--- src/hdl/start_token_length_deframer_defines.svh ---
// Assertion macros shared by the deframer modules.
// Each macro samples on clk and is disabled while rst is high.
`ifndef START_TOKEN_LENGTH_DEFRAMER_DEFINES_SVH
`define START_TOKEN_LENGTH_DEFRAMER_DEFINES_SVH

// Condition that must hold at every clock edge.
`define STLD_ASSERT_ALWAYS(label, cond, msg) \
  label: assert property (@(posedge clk) disable iff (rst) (cond)) else $error(msg);

// Condition that must hold in the cycle after the trigger.
`define STLD_ASSERT_NEXT(label, trig, cons, msg) \
  label: assert property (@(posedge clk) disable iff (rst) (trig) |=> (cons)) else $error(msg);

`endif

--- src/hdl/stld_pkg.sv ---
// Shared types and constants of the start-token length deframer.
// No dependencies; every module file imports this package.
package stld_pkg;

  localparam int LENGTH_WIDTH_DEF = 32;

  localparam int TOKEN_BYTES = 8;
  localparam logic [7:0] TOKEN [TOKEN_BYTES] = '{
    8'h40, 8'h4D, 8'h79, 8'h50, 8'h52, 8'h4F, 8'h58, 8'h59
  };

  localparam logic [63:0] HEADER_BYTES = 64'd16;
  localparam logic [31:0] MAX_FRAME_LEN_RESET = 32'd524288000;

  // Result event codes.
  localparam logic [1:0] EV_PAYLOAD  = 2'd0;
  localparam logic [1:0] EV_EMPTY    = 2'd1;
  localparam logic [1:0] EV_OVERSIZE = 2'd2;
  localparam logic [1:0] EV_SHORT    = 2'd3;

  // Configuration address map.
  localparam int CFG_ADDR_W = 3;
  localparam logic [CFG_ADDR_W-3:0] REG_MAX_FRAME_LEN = '0;

  typedef struct packed {
    logic [7:0]  payload_byte;
    logic        frame_start;
    logic        frame_end;
    logic [1:0]  event_code;
    logic [31:0] payload_length;
  } result_t;

  typedef struct packed {
    logic [2:0] hunt_next;
    logic       hunt_full;
    logic [2:0] rescan_next;
    logic       rescan_full;
  } match_t;

endpackage

--- src/hdl/stld_token_match.sv ---
// Start token matcher: one-byte step of the hunt and a parallel rescan of
// the eight length bytes after a dropped frame. Depends on stld_pkg.
module stld_token_match import stld_pkg::*; (
  input  logic [2:0]  matched,
  input  logic [7:0]  cur_byte,
  input  logic [55:0] prior_bytes,
  output match_t      match
);

  logic [63:0]            window;
  logic [TOKEN_BYTES:1]   suffix_hit;
  logic                   hit;

  assign window = {cur_byte, prior_bytes};

  // The token has no proper border, so the matcher state after a rescan is the
  // longest suffix of the eight bytes that is also a prefix of the token.
  always_comb begin
    for (int k = 1; k <= TOKEN_BYTES; k++) begin
      suffix_hit[k] = 1'b1;
      for (int j = 0; j < k; j++) begin
        if (window[8*(TOKEN_BYTES-k+j) +: 8] != TOKEN[j]) begin
          suffix_hit[k] = 1'b0;
        end
      end
    end
  end

  assign hit = (cur_byte == TOKEN[matched]);

  always_comb begin
    match.rescan_next = 3'd0;
    for (int k = 1; k < TOKEN_BYTES; k++) begin
      if (suffix_hit[k]) begin
        match.rescan_next = 3'(k);
      end
    end
    match.rescan_full = suffix_hit[TOKEN_BYTES];
    match.hunt_next   = hit ? (matched + 3'd1) : {2'b00, (cur_byte == TOKEN[0])};
    match.hunt_full   = hit && (matched == 3'd7);
  end

endmodule

--- src/hdl/stld_frame_ctrl.sv ---
// Input word register, frame state and result formation of the deframer.
// Depends on stld_pkg, stld_token_match and the assertion macro header.
`include "start_token_length_deframer_defines.svh"

module stld_frame_ctrl import stld_pkg::*; #(
  parameter int LENGTH_WIDTH = LENGTH_WIDTH_DEF
) (
  input  logic        clk,
  input  logic        rst,
  input  logic        byte_valid,
  output logic        byte_ready,
  input  logic [7:0]  data_byte,
  input  logic [31:0] max_frame_length,
  input  logic        room,
  output logic        res_push,
  output result_t     res
);

  localparam int CNT_W = (LENGTH_WIDTH < 32) ? LENGTH_WIDTH : 32;

  localparam logic [1:0] PH_HUNT = 2'd0;
  localparam logic [1:0] PH_LEN  = 2'd1;
  localparam logic [1:0] PH_PAY  = 2'd2;

  logic             byte_full;
  logic [7:0]       byte_q;
  logic [1:0]       phase, phase_next;
  logic [2:0]       matched, matched_next;
  logic [2:0]       len_cnt, len_cnt_next;
  logic [55:0]      len_bytes, len_bytes_next;
  logic [CNT_W-1:0] payload_left, payload_left_next;
  logic [CNT_W-1:0] frame_len, frame_len_next;

  logic             adv;
  match_t           match;
  logic [63:0]      total;
  logic [63:0]      payload;
  logic             short_len, over_max, cnt_ovf, empty_len;
  logic [31:0]      plen_sat;
  logic [CNT_W-1:0] left_dec;

  assign adv        = byte_full && room;
  assign byte_ready = !byte_full || room;

  stld_token_match u_match (
    .matched     (matched),
    .cur_byte    (byte_q),
    .prior_bytes (len_bytes),
    .match       (match)
  );

  assign total     = {byte_q, len_bytes};
  assign payload   = total - HEADER_BYTES;
  assign short_len = (total < HEADER_BYTES);
  assign over_max  = (|total[63:32]) || (total[31:0] > max_frame_length);
  assign cnt_ovf   = ((payload[31:0] >> CNT_W) != 32'd0);
  assign empty_len = (total == HEADER_BYTES);
  assign plen_sat  = (|payload[63:32]) ? 32'hFFFF_FFFF : payload[31:0];
  assign left_dec  = (payload_left != '0) ? (payload_left - CNT_W'(1)) : payload_left;

  always_comb begin
    phase_next        = phase;
    matched_next      = matched;
    len_cnt_next      = len_cnt;
    len_bytes_next    = len_bytes;
    payload_left_next = payload_left;
    frame_len_next    = frame_len;
    res_push          = 1'b0;
    res               = '0;
    if (adv) begin
      case (phase)
        PH_LEN: begin
          len_bytes_next = {byte_q, len_bytes[55:8]};
          if (len_cnt != 3'd7) begin
            len_cnt_next = len_cnt + 3'd1;
          end else begin
            len_cnt_next = 3'd0;
            if (short_len || over_max || cnt_ovf) begin
              res_push            = 1'b1;
              res.event_code      = short_len ? EV_SHORT : EV_OVERSIZE;
              res.payload_length  = short_len ? 32'd0 : plen_sat;
              // A dropped frame resumes the hunt over its own length bytes.
              phase_next   = match.rescan_full ? PH_LEN : PH_HUNT;
              matched_next = match.rescan_full ? 3'd0 : match.rescan_next;
            end else if (empty_len) begin
              res_push          = 1'b1;
              res.event_code    = EV_EMPTY;
              res.frame_end     = 1'b1;
              phase_next        = PH_HUNT;
              matched_next      = 3'd0;
              frame_len_next    = '0;
              payload_left_next = '0;
            end else begin
              frame_len_next    = payload[CNT_W-1:0];
              payload_left_next = payload[CNT_W-1:0];
              phase_next        = PH_PAY;
            end
          end
        end
        PH_PAY: begin
          res_push           = 1'b1;
          res.payload_byte   = byte_q;
          res.frame_start    = (payload_left == frame_len);
          res.frame_end      = (payload_left <= CNT_W'(1));
          res.event_code     = EV_PAYLOAD;
          res.payload_length = 32'(frame_len);
          payload_left_next  = left_dec;
          if (left_dec == '0) begin
            phase_next   = PH_HUNT;
            matched_next = 3'd0;
          end
        end
        default: begin
          phase_next   = PH_HUNT;
          matched_next = match.hunt_next;
          if (match.hunt_full) begin
            phase_next   = PH_LEN;
            len_cnt_next = 3'd0;
          end
        end
      endcase
    end
  end

  always_ff @(posedge clk) begin
    if (rst) begin
      byte_full    <= 1'b0;
      phase        <= PH_HUNT;
      matched      <= 3'd0;
      len_cnt      <= 3'd0;
      payload_left <= '0;
      frame_len    <= '0;
    end else begin
      if (byte_valid && byte_ready) begin
        byte_full <= 1'b1;
      end else if (adv) begin
        byte_full <= 1'b0;
      end
      phase        <= phase_next;
      matched      <= matched_next;
      len_cnt      <= len_cnt_next;
      payload_left <= payload_left_next;
      frame_len    <= frame_len_next;
    end
  end

  always_ff @(posedge clk) begin
    if (byte_valid && byte_ready) begin
      byte_q <= data_byte;
    end
    len_bytes <= len_bytes_next;
  end

  `STLD_ASSERT_NEXT(a_token_starts_len, adv && (phase != PH_LEN) && (phase != PH_PAY) && match.hunt_full, phase == PH_LEN, "full token did not start the length phase")
  `STLD_ASSERT_ALWAYS(a_left_bounded, payload_left <= frame_len, "payload count exceeds frame length")
  `STLD_ASSERT_ALWAYS(a_pay_nonzero, (phase != PH_PAY) || (payload_left != '0), "payload phase with nothing left")

endmodule

--- src/hdl/stld_out_buf.sv ---
// Two-entry result buffer: an output register plus a skid register, so the
// processing stage never waits on result_ready directly. Depends on stld_pkg.
`include "start_token_length_deframer_defines.svh"

module stld_out_buf import stld_pkg::*; (
  input  logic    clk,
  input  logic    rst,
  input  logic    push,
  input  result_t push_data,
  output logic    room,
  output logic    result_valid,
  input  logic    result_ready,
  output result_t result
);

  logic    out_valid;
  logic    skid_valid;
  result_t out_data;
  result_t skid_data;
  logic    pop;

  assign pop          = out_valid && result_ready;
  assign room         = !skid_valid;
  assign result_valid = out_valid;
  assign result       = out_data;

  always_ff @(posedge clk) begin
    if (rst) begin
      out_valid  <= 1'b0;
      skid_valid <= 1'b0;
    end else if (skid_valid) begin
      if (pop) begin
        skid_valid <= 1'b0;
      end
    end else if (push) begin
      if (out_valid && !pop) begin
        skid_valid <= 1'b1;
      end else begin
        out_valid <= 1'b1;
      end
    end else if (pop) begin
      out_valid <= 1'b0;
    end
  end

  always_ff @(posedge clk) begin
    if (skid_valid) begin
      if (pop) begin
        out_data <= skid_data;
      end
    end else if (push) begin
      if (out_valid && !pop) begin
        skid_data <= push_data;
      end else begin
        out_data <= push_data;
      end
    end
  end

  `STLD_ASSERT_ALWAYS(a_skid_behind_out, !skid_valid || out_valid, "skid word held with empty output register")
  `STLD_ASSERT_ALWAYS(a_no_push_when_full, !push || !skid_valid, "result pushed into a full buffer")
  `STLD_ASSERT_NEXT(a_hold, out_valid && !result_ready, out_valid && $stable(out_data), "stalled word changed")

endmodule

--- src/hdl/stld_cfg_regs.sv ---
// Configuration register block on the APB-style port: the frame length limit.
// Depends on stld_pkg.
module stld_cfg_regs import stld_pkg::*; (
  input  logic                  clk,
  input  logic                  rst,
  input  logic                  psel,
  input  logic                  penable,
  input  logic                  pwrite,
  input  logic [CFG_ADDR_W-1:0] paddr,
  input  logic [31:0]           pwdata,
  output logic [31:0]           prdata,
  output logic                  pready,
  output logic [31:0]           max_frame_length
);

  logic [CFG_ADDR_W-3:0] reg_index;
  logic                  sel_max;

  assign reg_index = paddr[CFG_ADDR_W-1:2];
  assign sel_max   = (reg_index == REG_MAX_FRAME_LEN);
  assign pready    = 1'b1;
  assign prdata    = sel_max ? max_frame_length : 32'd0;

  always_ff @(posedge clk) begin
    if (rst) begin
      max_frame_length <= MAX_FRAME_LEN_RESET;
    end else if (psel && penable && pwrite && pready && sel_max) begin
      max_frame_length <= pwdata;
    end
  end

endmodule

--- src/hdl/start_token_length_deframer.sv ---
// Start token length deframer: byte stream in, payload words and frame events
// out. An incoming byte word is accepted on byte_valid and byte_ready high.
// The block hunts for the 8-byte start token, reads the 8-byte little-endian
// total length (header of 16 bytes included) and then passes the payload out
// one byte per result word, marking the first and the last byte.
// A length below 16 or above max_frame_length gives one drop word and the hunt
// resumes over the length bytes; a length of exactly 16 gives an empty-frame
// word. All other bytes produce no result word.
// An accepted byte is held in the input word register, and its result word is
// registered in the output buffer. Throughput: one byte per cycle while the
// output buffer has room for another word.
// The receiver may stall: a two-word output buffer absorbs one word, and
// byte_ready drops only while both words are held, so it never depends
// combinationally on result_ready.
// Reset (rst, synchronous) empties all stages, restarts the hunt and sets the
// length limit to 524288000. Configuration is written through the APB port.
module start_token_length_deframer import stld_pkg::*; #(
  parameter int LENGTH_WIDTH = LENGTH_WIDTH_DEF
) (
  input  logic                  clk,
  input  logic                  rst,
  input  logic                  byte_valid,
  output logic                  byte_ready,
  input  logic [7:0]            data_byte,
  output logic                  result_valid,
  input  logic                  result_ready,
  output logic [7:0]            payload_byte,
  output logic                  frame_start,
  output logic                  frame_end,
  output logic [1:0]            event_code,
  output logic [31:0]           payload_length,
  input  logic                  psel,
  input  logic                  penable,
  input  logic                  pwrite,
  input  logic [CFG_ADDR_W-1:0] paddr,
  input  logic [31:0]           pwdata,
  output logic [31:0]           prdata,
  output logic                  pready
);

  logic [31:0] max_frame_length;
  logic        room;
  logic        res_push;
  result_t     res;
  result_t     result;

  stld_cfg_regs u_cfg (
    .clk              (clk),
    .rst              (rst),
    .psel             (psel),
    .penable          (penable),
    .pwrite           (pwrite),
    .paddr            (paddr),
    .pwdata           (pwdata),
    .prdata           (prdata),
    .pready           (pready),
    .max_frame_length (max_frame_length)
  );

  stld_frame_ctrl #(
    .LENGTH_WIDTH (LENGTH_WIDTH)
  ) u_ctrl (
    .clk              (clk),
    .rst              (rst),
    .byte_valid       (byte_valid),
    .byte_ready       (byte_ready),
    .data_byte        (data_byte),
    .max_frame_length (max_frame_length),
    .room             (room),
    .res_push         (res_push),
    .res              (res)
  );

  stld_out_buf u_out (
    .clk          (clk),
    .rst          (rst),
    .push         (res_push),
    .push_data    (res),
    .room         (room),
    .result_valid (result_valid),
    .result_ready (result_ready),
    .result       (result)
  );

  assign payload_byte   = result.payload_byte;
  assign frame_start    = result.frame_start;
  assign frame_end      = result.frame_end;
  assign event_code     = result.event_code;
  assign payload_length = result.payload_length;

endmodule

--- config.mk ---
export PLATFORM = sky130hd
export DESIGN_NAME = start_token_length_deframer
export DESIGN_NICKNAME = d
export VERILOG_FILES = /design/src/hdl/stld_pkg.sv /design/src/hdl/stld_token_match.sv /design/src/hdl/stld_frame_ctrl.sv /design/src/hdl/stld_out_buf.sv /design/src/hdl/stld_cfg_regs.sv /design/src/hdl/start_token_length_deframer.sv
export VERILOG_INCLUDE_DIRS = /design/src /design/src/hdl
export SDC_FILE = /design/constraint.sdc
export NUM_CORES = 1
export LEC_CHECK = 0
export BUFFER_PORTS_ARGS = -buffer_cell sky130_fd_sc_hd__buf_2
export CORE_MARGIN = 1
export CORE_UTILIZATION = 30
export DETAILED_ROUTE_END_ITERATION = 12
export PLACE_DENSITY = 0.47
export SETUP_SLACK_MARGIN = 0.15
export SYNTH_ARGS = -nofsm -noshare
export SYNTH_HDL_FRONTEND = slang
export SYNTH_HIERARCHICAL = 1
export SYNTH_SLANG_ARGS = --single-unit
--- constraint.sdc ---
create_clock -name clk -period 13 [get_ports clk]
set_input_delay 1.95 -clock clk [delete_from_list [all_inputs] [get_ports clk]]
set_output_delay 1.95 -clock clk [all_outputs]
set_load 0.05 [all_outputs]
==> results of run 1 <==
## layout make-up
| cell class | instances | area (um^2) | share of cell area, % |
|---|---|---|---|
| Clock inverter | 18 | 244 | 1.46 |
| Sequential cell | 259 | 6710 | 40.2 |
| Tap cell | 615 | 769 | 4.61 |
| Multi-Input combinational cell | 1014 | 7180 | 43.1 |
| Inverter | 65 | 244 | 1.46 |
| Clock buffer | 39 | 806 | 4.83 |
| Timing Repair Buffer | 138 | 726 | 4.35 |
## synth_stat cells (all sizes together) (9+ instances only)
library cell	instances	area share [%]
clkbuf	53	1.4
nand2b	60	2.6
mux2i	63	4.3
xnor2	40	2.4
or3	21	0.91
buf	26	1.5
a22oi	21	1.1
or4	18	1.0
nor2b	36	1.6
o21ai	28	0.97
ha	47	4.1
a21oi	48	1.7
inv	65	1.7
xor2	30	1.8
mux2	46	3.6
and2	28	1.2
nand3	26	0.90
dfxtp	107	15
edfxtp	152	31
nand2	83	2.1
a211oi	19	0.98
nand4	36	1.6
nor4	32	2.0
o22ai	17	0.73
o211ai	9	0.47
nor2	131	3.4
nor3	40	1.5
a221o	33	2.3
## stage by stage
step / total power, mW / hold WS, ns / utilization, % / cells / cell area [um^2]
after floorplan: 0.955 / 0.457 / - / 1417 / 14500
after global placement: 0.983 / 0.476 / 32.7 / 2091 / 15600
after detailed placement: 0.984 / 0.481 / 32.7 / 2091 / 15600
after CTS: 1.90 / 0.491 / 34.9 / 2148 / 16700
after global routing: 1.94 / 0.503 / 34.9 / 2148 / 16700
final: 1.87 / 0.487 / 34.9 / 2148 / 16700
## cells in the final DEF, fill, tap and decap left out, types with 15 or more instances in the layout
cell type                   synthesis  routed
sky130_fd_sc_hd__a211oi_1          19      19
sky130_fd_sc_hd__inv_1             65      65
sky130_fd_sc_hd__xnor2_1           40      40
sky130_fd_sc_hd__nor2b_1           36      36
sky130_fd_sc_hd__o21ai_0           26      26
sky130_fd_sc_hd__mux2i_1           63      63
sky130_fd_sc_hd__xor2_1            30      30
sky130_fd_sc_hd__nand4_1           36      36
sky130_fd_sc_hd__a22oi_1           20      20
sky130_fd_sc_hd__or3_1             21      21
sky130_fd_sc_hd__buf_2             12     124
sky130_fd_sc_hd__ha_1              47      46
sky130_fd_sc_hd__a221o_1           33      33
sky130_fd_sc_hd__and2_1            27      27
sky130_fd_sc_hd__or4_1             15      15
sky130_fd_sc_hd__o22ai_1           17      17
sky130_fd_sc_hd__mux2_2            46      46
sky130_fd_sc_hd__nand3_1           26      26
sky130_fd_sc_hd__nand2b_1          60      60
sky130_fd_sc_hd__clkbuf_16          0      31
sky130_fd_sc_hd__nand2_1           83      83
sky130_fd_sc_hd__a21oi_1           47      46
sky130_fd_sc_hd__edfxtp_1         152     152
sky130_fd_sc_hd__dfxtp_1          107     106
sky130_fd_sc_hd__nor3_1            37      36
sky130_fd_sc_hd__nor4_1            25      25
sky130_fd_sc_hd__nor2_1           130     128
## path summary, 6_finish.rpt
kind,endpoint,slack (ns),depth (start not counted)
max,prdata[29],8.14,3
min,u_cfg/max_frame_length[7]$_SDFFE_PP0P_,0.49,2
max reg2reg,u_out/skid_data[11]$_DFFE_PP_,8.31,9
min reg2reg,u_cfg/max_frame_length[7]$_SDFFE_PP0P_,0.49,2
## cells by family (layout without fill, tap and decap cells)
| family | after synthesis | after routing | share of synthesized area [%] |
|---|---|---|---|
| other cells | 1 | 1 | 0.0258 |
| compound gates | 223 | 223 | 11.2 |
| buf+inv | 144 | 260 | 4.55 |
| simple gates | 564 | 564 | 21.8 |
| flops | 259 | 259 | 46.2 |
| xor+xnor | 70 | 70 | 4.22 |
| fa+ha+maj | 47 | 47 | 4.05 |
| mux | 109 | 109 | 7.91 |
## worst max-delay path, stage by stage
cell and delay [ns]:
sky130_fd_sc_hd__buf_2 0.47, sky130_fd_sc_hd__and2b_2 0.29, sky130_fd_sc_hd__buf_2 0.21
## power by group
group / internal (mW) / switching (mW)
Sequential: 0.872 / 0.0150
Clock: 0.555 / 0.348
Combinational: 0.0301 / 0.0495
Total: 1.46 / 0.413
## sequential cells by signal (all words and copies together), names as in the netlist
name,cells
u_out/skid_data,44
u_ctrl/matched,3
u_ctrl/phase,2
u_ctrl/byte_q,8
u_ctrl/payload_left,32
u_ctrl/len_cnt,3
u_ctrl/byte_full,1
u_ctrl/len_bytes,56
u_cfg/max_frame_length,32
u_out/skid_valid,1
u_ctrl/frame_len,32
u_out/result,44
u_out/result_valid,1
## layer usage
| layer | vias up | global-route usage, % | share of wire [%] |
|---|---|---|---|
| met4 | 0 | 5.67 | 3.2 |
| li1 | 5420 | - | - |
| met3 | 81 | 3.42 | 5.5 |
| met5 | - | 0 | 0 |
| met1 | 5459 | 23.6 | 46 |
| met2 | 308 | 27.4 | 45 |
==> run_summary.xml, run 1 <==
<?xml version="1.0" encoding="UTF-8"?>
<metrics>
  <group name="worst_setup_path">
    <metric name="worst-endpoint-arrival" unit="ns">2.91</metric>
    <metric name="crit_start" unit="">paddr[2]</metric>
    <metric name="endpoint_kind" unit="">primary output</metric>
    <metric name="worst-path-max-fanout" unit="">33</metric>
    <metric name="timing.setup.critical_path_class" unit="">input port to primary output</metric>
    <metric name="critPathLaunchType" unit="">input port</metric>
    <metric name="timing.rr.start" unit="">u_ctrl/len_bytes[8]$_DFFE_PP_</metric>
    <metric name="cp_data_required_time" unit="ns">11.05</metric>
  </group>
  <group name="yosys">
    <metric name="ys_seq_area_share" unit="%">46.2</metric>
    <metric name="ys_seq_elements" unit="">259</metric>
    <metric name="postSynth.topFlopCell" unit="">sky130_fd_sc_hd__edfxtp_1</metric>
    <metric name="syn_area" unit="um^2">14500</metric>
    <metric name="mappedNetlistNets" unit="">1514</metric>
    <metric name="synthesis.yosys.warnings" unit="">6</metric>
    <metric name="syn_inst" unit="">1417</metric>
    <metric name="synth-edff-count" unit="">152</metric>
    <metric name="ys_async_sr_fraction" unit="%">0</metric>
    <metric name="post_synth.cell_area_avg" unit="um^2">10.2</metric>
    <metric name="yosys.cell_types.count" unit="">86</metric>
  </group>
  <group name="min_path">
    <metric name="worst_hold_startpoint" unit="">u_cfg/max_frame_length[7]$_SDFFE_PP0P_</metric>
    <metric name="holdCritPathClass" unit="">flip-flop to flip-flop</metric>
  </group>
  <group name="route">
    <metric name="viasPerCell" unit="">5.25</metric>
    <metric name="initialDrtViolationCount" unit="">814</metric>
    <metric name="drt_first_pass_iters" unit="">5</metric>
    <metric name="route.antenna.remaining_nets" unit="">0</metric>
    <metric name="routed_wire_length_per_instance" unit="um">20.1</metric>
    <metric name="routed_wirelength" unit="um">43300</metric>
    <metric name="detailroute.via_count" unit="">11268</metric>
    <metric name="drc" unit="">0</metric>
  </group>
  <group name="global_route">
    <metric name="grt_usage" unit="%">17.3</metric>
    <metric name="grt_antenna_before_repair" unit="">0</metric>
    <metric name="grt_pass1_vias" unit="">10749</metric>
    <metric name="grt_first_pass_wirelength" unit="um">66300</metric>
    <metric name="gr-total-overflow" unit="">0</metric>
    <metric name="largest_net_degree_at_the_start_of_global_routing" unit="">102</metric>
  </group>
  <group name="clocking">
    <metric name="cts_buffers" unit="">31</metric>
    <metric name="clock_sink_count" unit="">259</metric>
    <metric name="clk_root_buffer_cell" unit="">sky130_fd_sc_hd__clkbuf_16</metric>
    <metric name="clk-insertion-delay-late" unit="ns">0.58</metric>
    <metric name="cts-htree-levels" unit="">1</metric>
    <metric name="post_cts_buffers" unit="">0</metric>
    <metric name="tritoncts_clock_tree" unit="">done</metric>
    <metric name="clkSlewWorstSetupHoldPaths" unit="ns">0.06</metric>
    <metric name="cts_hold_buffers" unit="">0</metric>
    <metric name="cts_repair_resize_count" unit="">0</metric>
    <metric name="cts_max_path_buffers" unit="">3</metric>
  </group>
  <group name="die">
    <metric name="io_pins" unit="">129</metric>
    <metric name="die-area" unit="um^2">49300</metric>
    <metric name="die_x" unit="um">222</metric>
    <metric name="initial_core_util" unit="%">30.4</metric>
    <metric name="row_count" unit="">80</metric>
    <metric name="floorplan.die.height" unit="um">222</metric>
    <metric name="core_region_area" unit="um^2">47700</metric>
  </group>
  <group name="power_and_ir_drop">
    <metric name="irDropWorstVdd" unit="mV">0.116</metric>
    <metric name="p_per_area" unit="nW/um^2">112</metric>
    <metric name="power.leakage" unit="nW">5.83</metric>
  </group>
  <group name="timing">
    <metric name="layout_worst_path_cycle_share" unit="%">37.4</metric>
    <metric name="post-route-worst-setup-slack" unit="ns">8.14</metric>
    <metric name="totalNegativeSetupSlack" unit="ns">0</metric>
    <metric name="report.final.setup_viol" unit="">0</metric>
    <metric name="min_period" unit="ns">4.86</metric>
    <metric name="relSlewSlack" unit="%">24.8</metric>
    <metric name="achievable-frequency" unit="MHz">206</metric>
    <metric name="grt_setup_unrepaired" unit="">false</metric>
    <metric name="final_hold_viol_count" unit="">0</metric>
    <metric name="drv_slew" unit="">0</metric>
    <metric name="worst_clock_skew" unit="ns">0.0172</metric>
    <metric name="worst-slew-pin-transition" unit="ns">1.13</metric>
  </group>
  <group name="place">
    <metric name="count_of_port_buffers_added_during_placement" unit="">125</metric>
    <metric name="gpl.final_weighted_congestion" unit="">0.910</metric>
    <metric name="place_worst_setup_slack" unit="ns">8.10</metric>
    <metric name="dp_hpwl" unit="um">30800</metric>
  </group>
  <group name="job">
    <metric name="max_cap_viol_count" unit="">0</metric>
  </group>
  <group name="run_status">
    <metric name="result_of_the_run" unit="">completed</metric>
  </group>
  <group name="final_layout">
    <metric name="nNetsFinal" unit="">1606</metric>
    <metric name="area_growth" unit="%">14.9</metric>
    <metric name="nFillCells" unit="">4787</metric>
    <metric name="layout-drive-gt1-share" unit="%">17.7</metric>
    <metric name="insertedDiodeCount" unit="">0</metric>
  </group>
</metrics>
No activity file was read; power rests on OpenSTA's default activity.
==> run 2: changes to the inputs <==
Settings changed: ABC_AREA set to 1, PLACE_DENSITY 0.47 to 0.48.
Clock period 13 ns to 4.4 ns, I/O delays scaled along.
==> run 2 against run 1 <==
  * Synthesized cell count is 70% higher
  * Final cell count is 55% higher
  * Synthesized area is 15% higher
  * Critical endpoint is now u_out/skid_data[41]$_DFFE_PP_
  * Sequential share of layout area is 5.8 points lower
  * Combinational power grew to 13 times the previous value
  * Sequential power grew to 3.0 times the previous value
  * Register-to-register slack worse by 7.6 ns
  * Clock power grew to 3.1 times the previous value
==> run_summary.xml, run 2 <==
<?xml version="1.0" encoding="UTF-8"?>
<metrics>
  <group name="worst_setup_path">
    <metric name="timing.critical_path.slowest_stage_cell" unit="">sky130_fd_sc_hd__or3_1</metric>
    <metric name="worst-endpoint-arrival" unit="ns">3.99</metric>
    <metric name="reg2reg_depth" unit="">16</metric>
    <metric name="endpoint_kind" unit="">flip-flop</metric>
    <metric name="reg2reg_slack" unit="ns">0.70</metric>
    <metric name="cp_data_required_time" unit="ns">4.69</metric>
    <metric name="timing.setup.critical_path_class" unit="">flip-flop to flip-flop</metric>
    <metric name="critPathLaunchType" unit="">flip-flop</metric>
    <metric name="r2r-end" unit="">u_out/skid_data[41]$_DFFE_PP_</metric>
    <metric name="timing.rr.start" unit="">u_ctrl/len_bytes[31]$_DFFE_PP_</metric>
    <metric name="cp_common_cell" unit="">sky130_fd_sc_hd__nand2_1</metric>
    <metric name="cp_cell_sequence" unit="">ha_1 &gt; nand2_1 &gt; nor3_1 &gt; and3_1 &gt; nand3b_1 &gt; nand2_1 &gt; nand2_1 &gt; inv_2 &gt; nor2_1 &gt; buf_4 &gt; or3_1 &gt; inv_1 &gt; nor2_1 &gt; nand2_1 &gt; clkinv_1 &gt; buf_12</metric>
    <metric name="crit_start" unit="">u_ctrl/len_bytes[31]$_DFFE_PP_</metric>
    <metric name="worst_path_largest_cell_delay" unit="ns">0.44</metric>
    <metric name="critical_path.endpoint" unit="">u_out/skid_data[41]$_DFFE_PP_</metric>
    <metric name="worst-path-max-fanout" unit="">38</metric>
  </group>
  <group name="route">
    <metric name="viasPerCell" unit="">4.83</metric>
    <metric name="routed_wirelength" unit="um">60300</metric>
    <metric name="route.antenna.remaining_nets" unit="">0</metric>
    <metric name="drt_first_pass_iters" unit="">6</metric>
    <metric name="initialDrtViolationCount" unit="">1141</metric>
    <metric name="detailroute.via_count" unit="">16090</metric>
    <metric name="drc" unit="">0</metric>
    <metric name="routed_wire_length_per_instance" unit="um">18.1</metric>
  </group>
  <group name="yosys">
    <metric name="post_synth.cell_area_avg" unit="um^2">6.94</metric>
    <metric name="syn_area" unit="um^2">16700</metric>
    <metric name="synth-edff-count" unit="">152</metric>
    <metric name="mappedNetlistNets" unit="">2505</metric>
    <metric name="yosys.cell_types.count" unit="">48</metric>
    <metric name="ys_async_sr_fraction" unit="%">0</metric>
    <metric name="syn_inst" unit="">2408</metric>
    <metric name="most_frequent_cell_after_synthesis" unit="">sky130_fd_sc_hd__nand2_1</metric>
    <metric name="ys_seq_area_share" unit="%">40.1</metric>
    <metric name="post_synth_main_area_contributors" unit="">sky130_fd_sc_hd__edfxtp_1 27%, sky130_fd_sc_hd__nand2_1 16%, sky130_fd_sc_hd__dfxtp_1 13%</metric>
    <metric name="synthesis.yosys.warnings" unit="">6</metric>
    <metric name="synth.cells.most_frequent" unit="">732 x sky130_fd_sc_hd__nand2_1, 418 x sky130_fd_sc_hd__nor2_1, 287 x sky130_fd_sc_hd__inv_1, 152 x sky130_fd_sc_hd__edfxtp_1, 110 x sky130_fd_sc_hd__nand3_1</metric>
    <metric name="yosys.area.top_type" unit="">sky130_fd_sc_hd__edfxtp_1</metric>
    <metric name="netlist.area_leader.share" unit="%">27.3</metric>
    <metric name="postSynth.topFlopCell" unit="">sky130_fd_sc_hd__edfxtp_1</metric>
    <metric name="ys_seq_elements" unit="">259</metric>
  </group>
  <group name="clocking">
    <metric name="cts_max_path_buffers" unit="">3</metric>
    <metric name="cts_buffers" unit="">34</metric>
    <metric name="tritoncts_clock_tree" unit="">done</metric>
    <metric name="cts_hold_buffers" unit="">0</metric>
    <metric name="cts_repair_resize_count" unit="">0</metric>
    <metric name="clkSlewWorstSetupHoldPaths" unit="ns">0.06</metric>
    <metric name="post_cts_buffers" unit="">0</metric>
    <metric name="cts-htree-levels" unit="">2</metric>
    <metric name="clock_sink_count" unit="">259</metric>
    <metric name="clk-insertion-delay-late" unit="ns">0.57</metric>
    <metric name="clk_root_buffer_cell" unit="">sky130_fd_sc_hd__clkbuf_16</metric>
  </group>
  <group name="power_and_ir_drop">
    <metric name="irDropWorstVdd" unit="mV">0.244</metric>
    <metric name="power.leakage" unit="nW">8.62</metric>
    <metric name="p_per_area" unit="nW/um^2">331</metric>
    <metric name="total_power" unit="mW">6.46</metric>
  </group>
  <group name="global_route">
    <metric name="largest_net_degree_at_the_start_of_global_routing" unit="">57</metric>
    <metric name="grt_first_pass_wirelength" unit="um">91100</metric>
    <metric name="grt_pass1_vias" unit="">15481</metric>
    <metric name="gr-total-overflow" unit="">0</metric>
    <metric name="grt_antenna_before_repair" unit="">0</metric>
    <metric name="grt_usage" unit="%">21.2</metric>
  </group>
  <group name="place">
    <metric name="count_of_port_buffers_added_during_placement" unit="">125</metric>
    <metric name="gpl.final_weighted_congestion" unit="">0.930</metric>
    <metric name="dp_hpwl" unit="um">46500</metric>
  </group>
  <group name="final_layout">
    <metric name="nNetsFinal" unit="">2655</metric>
    <metric name="layout-drive-gt1-share" unit="%">13.4</metric>
    <metric name="largest_register_ffs" unit="">56</metric>
    <metric name="area_growth" unit="%">16.6</metric>
    <metric name="final_cell_mix" unit="">732 x sky130_fd_sc_hd__nand2_1, 414 x sky130_fd_sc_hd__nor2_1, 285 x sky130_fd_sc_hd__inv_1</metric>
    <metric name="registers.top_by_ff_count" unit="">u_ctrl/len_bytes</metric>
    <metric name="utilization" unit="%">35.4</metric>
    <metric name="insertedDiodeCount" unit="">0</metric>
    <metric name="mostFrequentLayoutCell" unit="">sky130_fd_sc_hd__nand2_1</metric>
  </group>
  <group name="timing">
    <metric name="achievable-frequency" unit="MHz">270</metric>
    <metric name="relSlewSlack" unit="%">36.3</metric>
    <metric name="worst_clock_skew" unit="ns">0.0329</metric>
    <metric name="drv_slew" unit="">0</metric>
    <metric name="worst-slew-pin-transition" unit="ns">0.954</metric>
    <metric name="min_period" unit="ns">3.70</metric>
    <metric name="final_hold_viol_count" unit="">0</metric>
    <metric name="layout_worst_path_cycle_share" unit="%">84.1</metric>
    <metric name="totalNegativeSetupSlack" unit="ns">0</metric>
    <metric name="report.final.setup_viol" unit="">0</metric>
    <metric name="grt_setup_unrepaired" unit="">false</metric>
  </group>
  <group name="job">
    <metric name="max_cap_viol_count" unit="">0</metric>
  </group>
  <group name="die">
    <metric name="initial_core_util" unit="%">30.4</metric>
    <metric name="die-area" unit="um^2">56700</metric>
    <metric name="row_count" unit="">86</metric>
    <metric name="die_x" unit="um">238</metric>
    <metric name="floorplan.die.height" unit="um">238</metric>
    <metric name="io_pins" unit="">129</metric>
    <metric name="core_region_area" unit="um^2">55100</metric>
  </group>
  <group name="run_status">
    <metric name="result_of_the_run" unit="">completed</metric>
  </group>
  <group name="min_path">
    <metric name="holdCritPathClass" unit="">input port to flip-flop</metric>
  </group>
</metrics>
-- run 2: cell count changes after synthesis, moves of 28 or more --
cell	before	now
sky130_fd_sc_hd__a221o_1	33	0
sky130_fd_sc_hd__a21oi_1	47	87
sky130_fd_sc_hd__nand2b_1	60	0
sky130_fd_sc_hd__mux2_2	46	0
sky130_fd_sc_hd__clkbuf_1	53	24
sky130_fd_sc_hd__xnor2_1	40	12
sky130_fd_sc_hd__nand4_1	36	73
sky130_fd_sc_hd__mux2i_1	63	0
sky130_fd_sc_hd__nand2_1	83	732
sky130_fd_sc_hd__nor2b_1	36	0
sky130_fd_sc_hd__nand3_1	26	110
sky130_fd_sc_hd__inv_1	65	287
sky130_fd_sc_hd__o21ai_0	26	81
sky130_fd_sc_hd__nor2_1	130	418
-- run 2: critical path, delay by kind of cell, from the launching register on --
family / cells / cell delay, ns
flip-flops: 1 / 0.41
AND/OR/NAND/NOR: 10 / 1.79
buffers and inverters: 5 / 0.91
adder cells (fa/ha/maj): 1 / 0.31
-- run 2: worst min-delay path by stage --
stage | start | end | slack (ns) | cells after the start
6_report | data_byte[3] | u_ctrl/byte_q[3]$_DFFE_PP_ | 0.29 | 1
5_1_grt | data_byte[3] | u_ctrl/byte_q[3]$_DFFE_PP_ | 0.26 | 1
4_1_cts | data_byte[3] | u_ctrl/byte_q[3]$_DFFE_PP_ | 0.26 | 1
3_5_place_dp | u_ctrl/len_cnt[2]$_SDFFE_PP0P_ | u_ctrl/len_cnt[2]$_SDFFE_PP0P_ | 0.46 | 2
3_3_place_gp | u_ctrl/len_cnt[2]$_SDFFE_PP0P_ | u_ctrl/len_cnt[2]$_SDFFE_PP0P_ | 0.45 | 2
2_1_floorplan | u_ctrl/len_cnt[1]$_SDFFE_PP0P_ | u_ctrl/len_cnt[1]$_SDFFE_PP0P_ | 0.44 | 2
-- run 2: area by class of cell --
| class | count | area [um^2] |
|---|---|---|
| Inverter | 303 | 1140 |
| Tap cell | 748 | 936 |
| Multi-Input combinational cell | 1774 | 8490 |
| Timing Repair Buffer | 186 | 1110 |
| Fill cell | 6149 | 35600 |
| Clock inverter | 17 | 169 |
| Clock buffer | 45 | 952 |
| Sequential cell | 259 | 6710 |
-- run 2: cells by family (layout without fill, tap and decap cells) --
kind of cell | after synthesis | count (layout) | share of synthesized area [%]
compound gates | 217 | 217 | 6.92
xor+xnor | 51 | 51 | 2.67
fa+ha+maj | 47 | 47 | 3.52
buf+inv | 375 | 551 | 9.32
flops | 259 | 259 | 40.1
other cells | 1 | 1 | 0.0224
simple gates | 1458 | 1458 | 37.4
-- run 2: report_power, final --
part / internal, mW / total [mW] / switching [mW] / leakage (nW)
Clock: 1.61 / 2.79 / 1.18 / 0.539
Sequential: 2.59 / 2.64 / 0.0503 / 2.37
Combinational: 0.303 / 1.03 / 0.726 / 5.71
-- run 2: metal layers --
metal,track usage (%),vias to the layer above,share of wire (%)
met2,35.8,405,47
met4,8.18,0,3.8
met3,2.79,109,4.9
li1,-,8002,-
met5,0,-,0
met1,27.3,7574,44
-- run 2: metrics by stage --
step | std cells | hold slack, ns | instance area [um^2] | worst slack, ns
5_1_grt | 3332 | 0.264 | 19500 | 0.431
3_3_place_gp | 3270 | 0.455 | 18400 | 0.762
2_1_floorplan | 2408 | 0.445 | 16700 | 0.789
4_1_cts | 3332 | 0.258 | 19500 | 0.715
6_report | 3332 | 0.287 | 19500 | 0.701
3_5_place_dp | 3270 | 0.462 | 18400 | 0.718
==> run 3: changes to the inputs <==
Settings changed: ABC_AREA 1 to 0, PLACE_DENSITY 0.48 to 0.47.
Clock period 4.4 ns to 3.8 ns, I/O delays scaled along.
==> run 3 against run 2 <==
  * Combinational power decreased by 68%
  * Via count is 27% lower
  * Core utilization grew 1.9 points
  * First-iteration DRC count is 17% lower
  * Final area shrank 8.6%
  * Wire length fell by 23%
  * Maximum frequency down 0.24%
  * Largest cell class unchanged
==> run_summary.xml, run 3 (same netlist as run 1, synthesis figures left out) <==
<?xml version="1.0" encoding="UTF-8"?>
<metrics>
  <group name="die">
    <metric name="initial_core_util" unit="%">30.4</metric>
    <metric name="row_count" unit="">80</metric>
    <metric name="die-area" unit="um^2">49300</metric>
    <metric name="die_x" unit="um">222</metric>
    <metric name="core_region_area" unit="um^2">47700</metric>
    <metric name="floorplan.die.height" unit="um">222</metric>
    <metric name="io_pins" unit="">129</metric>
  </group>
  <group name="min_path">
    <metric name="holdCritPathClass" unit="">input port to flip-flop</metric>
  </group>
  <group name="timing">
    <metric name="relSlewSlack" unit="%">29.4</metric>
    <metric name="worst_clock_skew" unit="ns">0.0228</metric>
    <metric name="layout_worst_path_cycle_share" unit="%">97.6</metric>
    <metric name="report.final.setup_viol" unit="">0</metric>
    <metric name="min_period" unit="ns">3.71</metric>
    <metric name="worst-slew-pin-transition" unit="ns">1.06</metric>
    <metric name="final_hold_viol_count" unit="">0</metric>
    <metric name="worst_hold_slack" unit="ns">0.143</metric>
    <metric name="totalNegativeSetupSlack" unit="ns">0</metric>
    <metric name="achievable-frequency" unit="MHz">270</metric>
    <metric name="post-route-worst-setup-slack" unit="ns">0.0925</metric>
    <metric name="drv_slew" unit="">0</metric>
    <metric name="grt_setup_unrepaired" unit="">true</metric>
  </group>
  <group name="place">
    <metric name="count_of_port_buffers_added_during_placement" unit="">125</metric>
    <metric name="dp_cells" unit="">2191</metric>
    <metric name="gpl.final_weighted_congestion" unit="">0.918</metric>
    <metric name="dp_hpwl" unit="um">33100</metric>
    <metric name="place_worst_setup_slack" unit="ns">-0.130</metric>
  </group>
  <group name="global_route">
    <metric name="grt.met1_usage" unit="%">25.3</metric>
    <metric name="grt_pass1_vias" unit="">11552</metric>
    <metric name="grt_antenna_before_repair" unit="">0</metric>
    <metric name="groute.layer.met3.usage" unit="%">2.82</metric>
    <metric name="globalRoute.busiestLayer" unit="">met2</metric>
    <metric name="largest_net_degree_at_the_start_of_global_routing" unit="">76</metric>
    <metric name="grt_first_pass_wirelength" unit="um">70400</metric>
    <metric name="grt_usage" unit="%">18.3</metric>
    <metric name="gr-usage-met2" unit="%">29.4</metric>
    <metric name="gr-total-overflow" unit="">0</metric>
  </group>
  <group name="final_layout">
    <metric name="area_growth" unit="%">22.8</metric>
    <metric name="layout-drive-gt1-share" unit="%">24.8</metric>
    <metric name="final_cell_mix" unit="">152 x sky130_fd_sc_hd__edfxtp_1, 128 x sky130_fd_sc_hd__nor2_1, 124 x sky130_fd_sc_hd__buf_2</metric>
    <metric name="nNetsFinal" unit="">1728</metric>
    <metric name="nFillCells" unit="">4760</metric>
    <metric name="largest_register_ffs" unit="">56</metric>
    <metric name="insertedDiodeCount" unit="">0</metric>
    <metric name="registers.top_by_ff_count" unit="">u_ctrl/len_bytes</metric>
    <metric name="final_cells" unit="">2269</metric>
    <metric name="utilization" unit="%">37.3</metric>
    <metric name="mostFrequentLayoutCell" unit="">sky130_fd_sc_hd__edfxtp_1</metric>
  </group>
  <group name="worst_setup_path">
    <metric name="worst_path_largest_cell_delay" unit="ns">0.55</metric>
    <metric name="critPathLaunchType" unit="">flip-flop</metric>
    <metric name="cp_cell_sequence" unit="">or4_4 &gt; or4_4 &gt; nor4_4 &gt; buf_4 &gt; and2_4 &gt; and3b_1 &gt; o21ai_1 &gt; a22oi_2 &gt; buf_4 &gt; a21boi_4 &gt; buf_12 &gt; a221o_1 &gt; mux2_2</metric>
    <metric name="crit_buf_inv" unit="">3</metric>
    <metric name="endpoint_kind" unit="">flip-flop</metric>
    <metric name="worst-path-max-fanout" unit="">16</metric>
    <metric name="timing.critical_path.slowest_stage_cell" unit="">sky130_fd_sc_hd__or4_4</metric>
    <metric name="timing.setup.critical_path_class" unit="">flip-flop to flip-flop</metric>
    <metric name="crit_family" unit="">simple AND/OR/NAND/NOR gates</metric>
    <metric name="worst-endpoint-arrival" unit="ns">4.04</metric>
    <metric name="cp_data_required_time" unit="ns">4.14</metric>
  </group>
  <group name="route">
    <metric name="route.antenna.remaining_nets" unit="">0</metric>
    <metric name="routed_wire_length_per_instance" unit="um">20.3</metric>
    <metric name="drc" unit="">0</metric>
    <metric name="viasPerCell" unit="">5.20</metric>
    <metric name="routed_wirelength" unit="um">46200</metric>
    <metric name="initialDrtViolationCount" unit="">946</metric>
    <metric name="detailroute.via_count" unit="">11809</metric>
    <metric name="drt_first_pass_iters" unit="">5</metric>
  </group>
  <group name="power_and_ir_drop">
    <metric name="p_per_area" unit="nW/um^2">342</metric>
    <metric name="power.leakage" unit="nW">6.47</metric>
    <metric name="irDropWorstVdd" unit="mV">0.336</metric>
  </group>
  <group name="clocking">
    <metric name="clk-insertion-delay-late" unit="ns">0.60</metric>
    <metric name="clk_root_buffer_cell" unit="">sky130_fd_sc_hd__clkbuf_16</metric>
    <metric name="clock_sink_count" unit="">259</metric>
    <metric name="tritoncts_clock_tree" unit="">done</metric>
    <metric name="clkSlewWorstSetupHoldPaths" unit="ns">0.06</metric>
    <metric name="cts_max_path_buffers" unit="">3</metric>
    <metric name="cts_buffers" unit="">30</metric>
    <metric name="cts_hold_buffers" unit="">0</metric>
    <metric name="cts-htree-levels" unit="">1</metric>
  </group>
  <group name="run_status">
    <metric name="result_of_the_run" unit="">completed</metric>
  </group>
  <group name="job">
    <metric name="max_cap_viol_count" unit="">0</metric>
  </group>
</metrics>
## run 3: through the flow
| stage | cell area (um^2) | power (mW) |
|---|---|---|
| 6_report | 17800 | 6.10 |
| 5_1_grt | 17800 | 6.31 |
| 4_1_cts | 17600 | 6.18 |
| 3_5_place_dp | 16500 | 3.39 |
| 3_3_place_gp | 16500 | 3.39 |
| 2_1_floorplan | 14500 | 3.27 |
## run 3: where the power goes
part	total (mW)	leakage, nW	switching, mW	internal [mW]
sequential	3.01	2.18	0.0278	2.98
clock	2.76	0.432	1.24	1.52
combinational	0.331	3.85	0.204	0.127
total	6.10	6.47	1.47	4.63
## run 3: worst paths after layout
path / startpoint / end / slack [ns] / depth (start not counted)
worst max-delay path: u_ctrl/len_bytes[17]$_DFFE_PP_ / u_out/result[2]$_DFFE_PP_ / 0.09 / 13
worst min-delay path: data_byte[3] / u_ctrl/byte_q[3]$_DFFE_PP_ / 0.14 / 1
worst max register to register: u_ctrl/len_bytes[17]$_DFFE_PP_ / u_out/result[2]$_DFFE_PP_ / 0.09 / 13
worst min register to register: u_cfg/max_frame_length[29]$_SDFFE_PP0P_ / u_cfg/max_frame_length[29]$_SDFFE_PP0P_ / 0.48 / 2
## run 3: layer usage
| metal | routed length (um) | up-vias |
|---|---|---|
| li1 | - | 5688 |
| met1 | 21100 | 5690 |
| met2 | 21100 | 363 |
| met3 | 2790 | 68 |
| met4 | 1220 | 0 |
| met5 | 0 | - |
## run 3: area by class of cell
type | instances | area (um^2) | area share (%)
multi-input combinational | 1016 | 7390 | 41.4
sequential | 259 | 6710 | 37.6
timing repair buffer | 259 | 1780 | 10.0
tap | 615 | 769 | 4.32
clock buffer | 34 | 766 | 4.30
inverter | 65 | 244 | 1.37
clock inverter | 21 | 169 | 0.948
## run 3: repair_timing
item                                   4_1_cts  5_1_grt
endpoints found under the hold margin        0        0
pin swaps                                    4        9
setup buffers                               13        5
gates cloned                                 2        3
gates resized for setup                      9       31
setup endpoints to repair                  144      171
## run 3: worst reg2reg max path: stages, from the launching register on
cell                       delay [ns]
sky130_fd_sc_hd__edfxtp_1        0.39
sky130_fd_sc_hd__or4_4           0.55
sky130_fd_sc_hd__or4_4           0.47
sky130_fd_sc_hd__nor4_4          0.30
sky130_fd_sc_hd__buf_4           0.20
sky130_fd_sc_hd__and2_4          0.17
sky130_fd_sc_hd__and3b_1         0.15
sky130_fd_sc_hd__o21ai_1         0.08
sky130_fd_sc_hd__a22oi_2         0.20
sky130_fd_sc_hd__buf_4           0.17
sky130_fd_sc_hd__a21boi_4        0.05
sky130_fd_sc_hd__buf_12          0.15
sky130_fd_sc_hd__a221o_1         0.32
sky130_fd_sc_hd__mux2_2          0.27
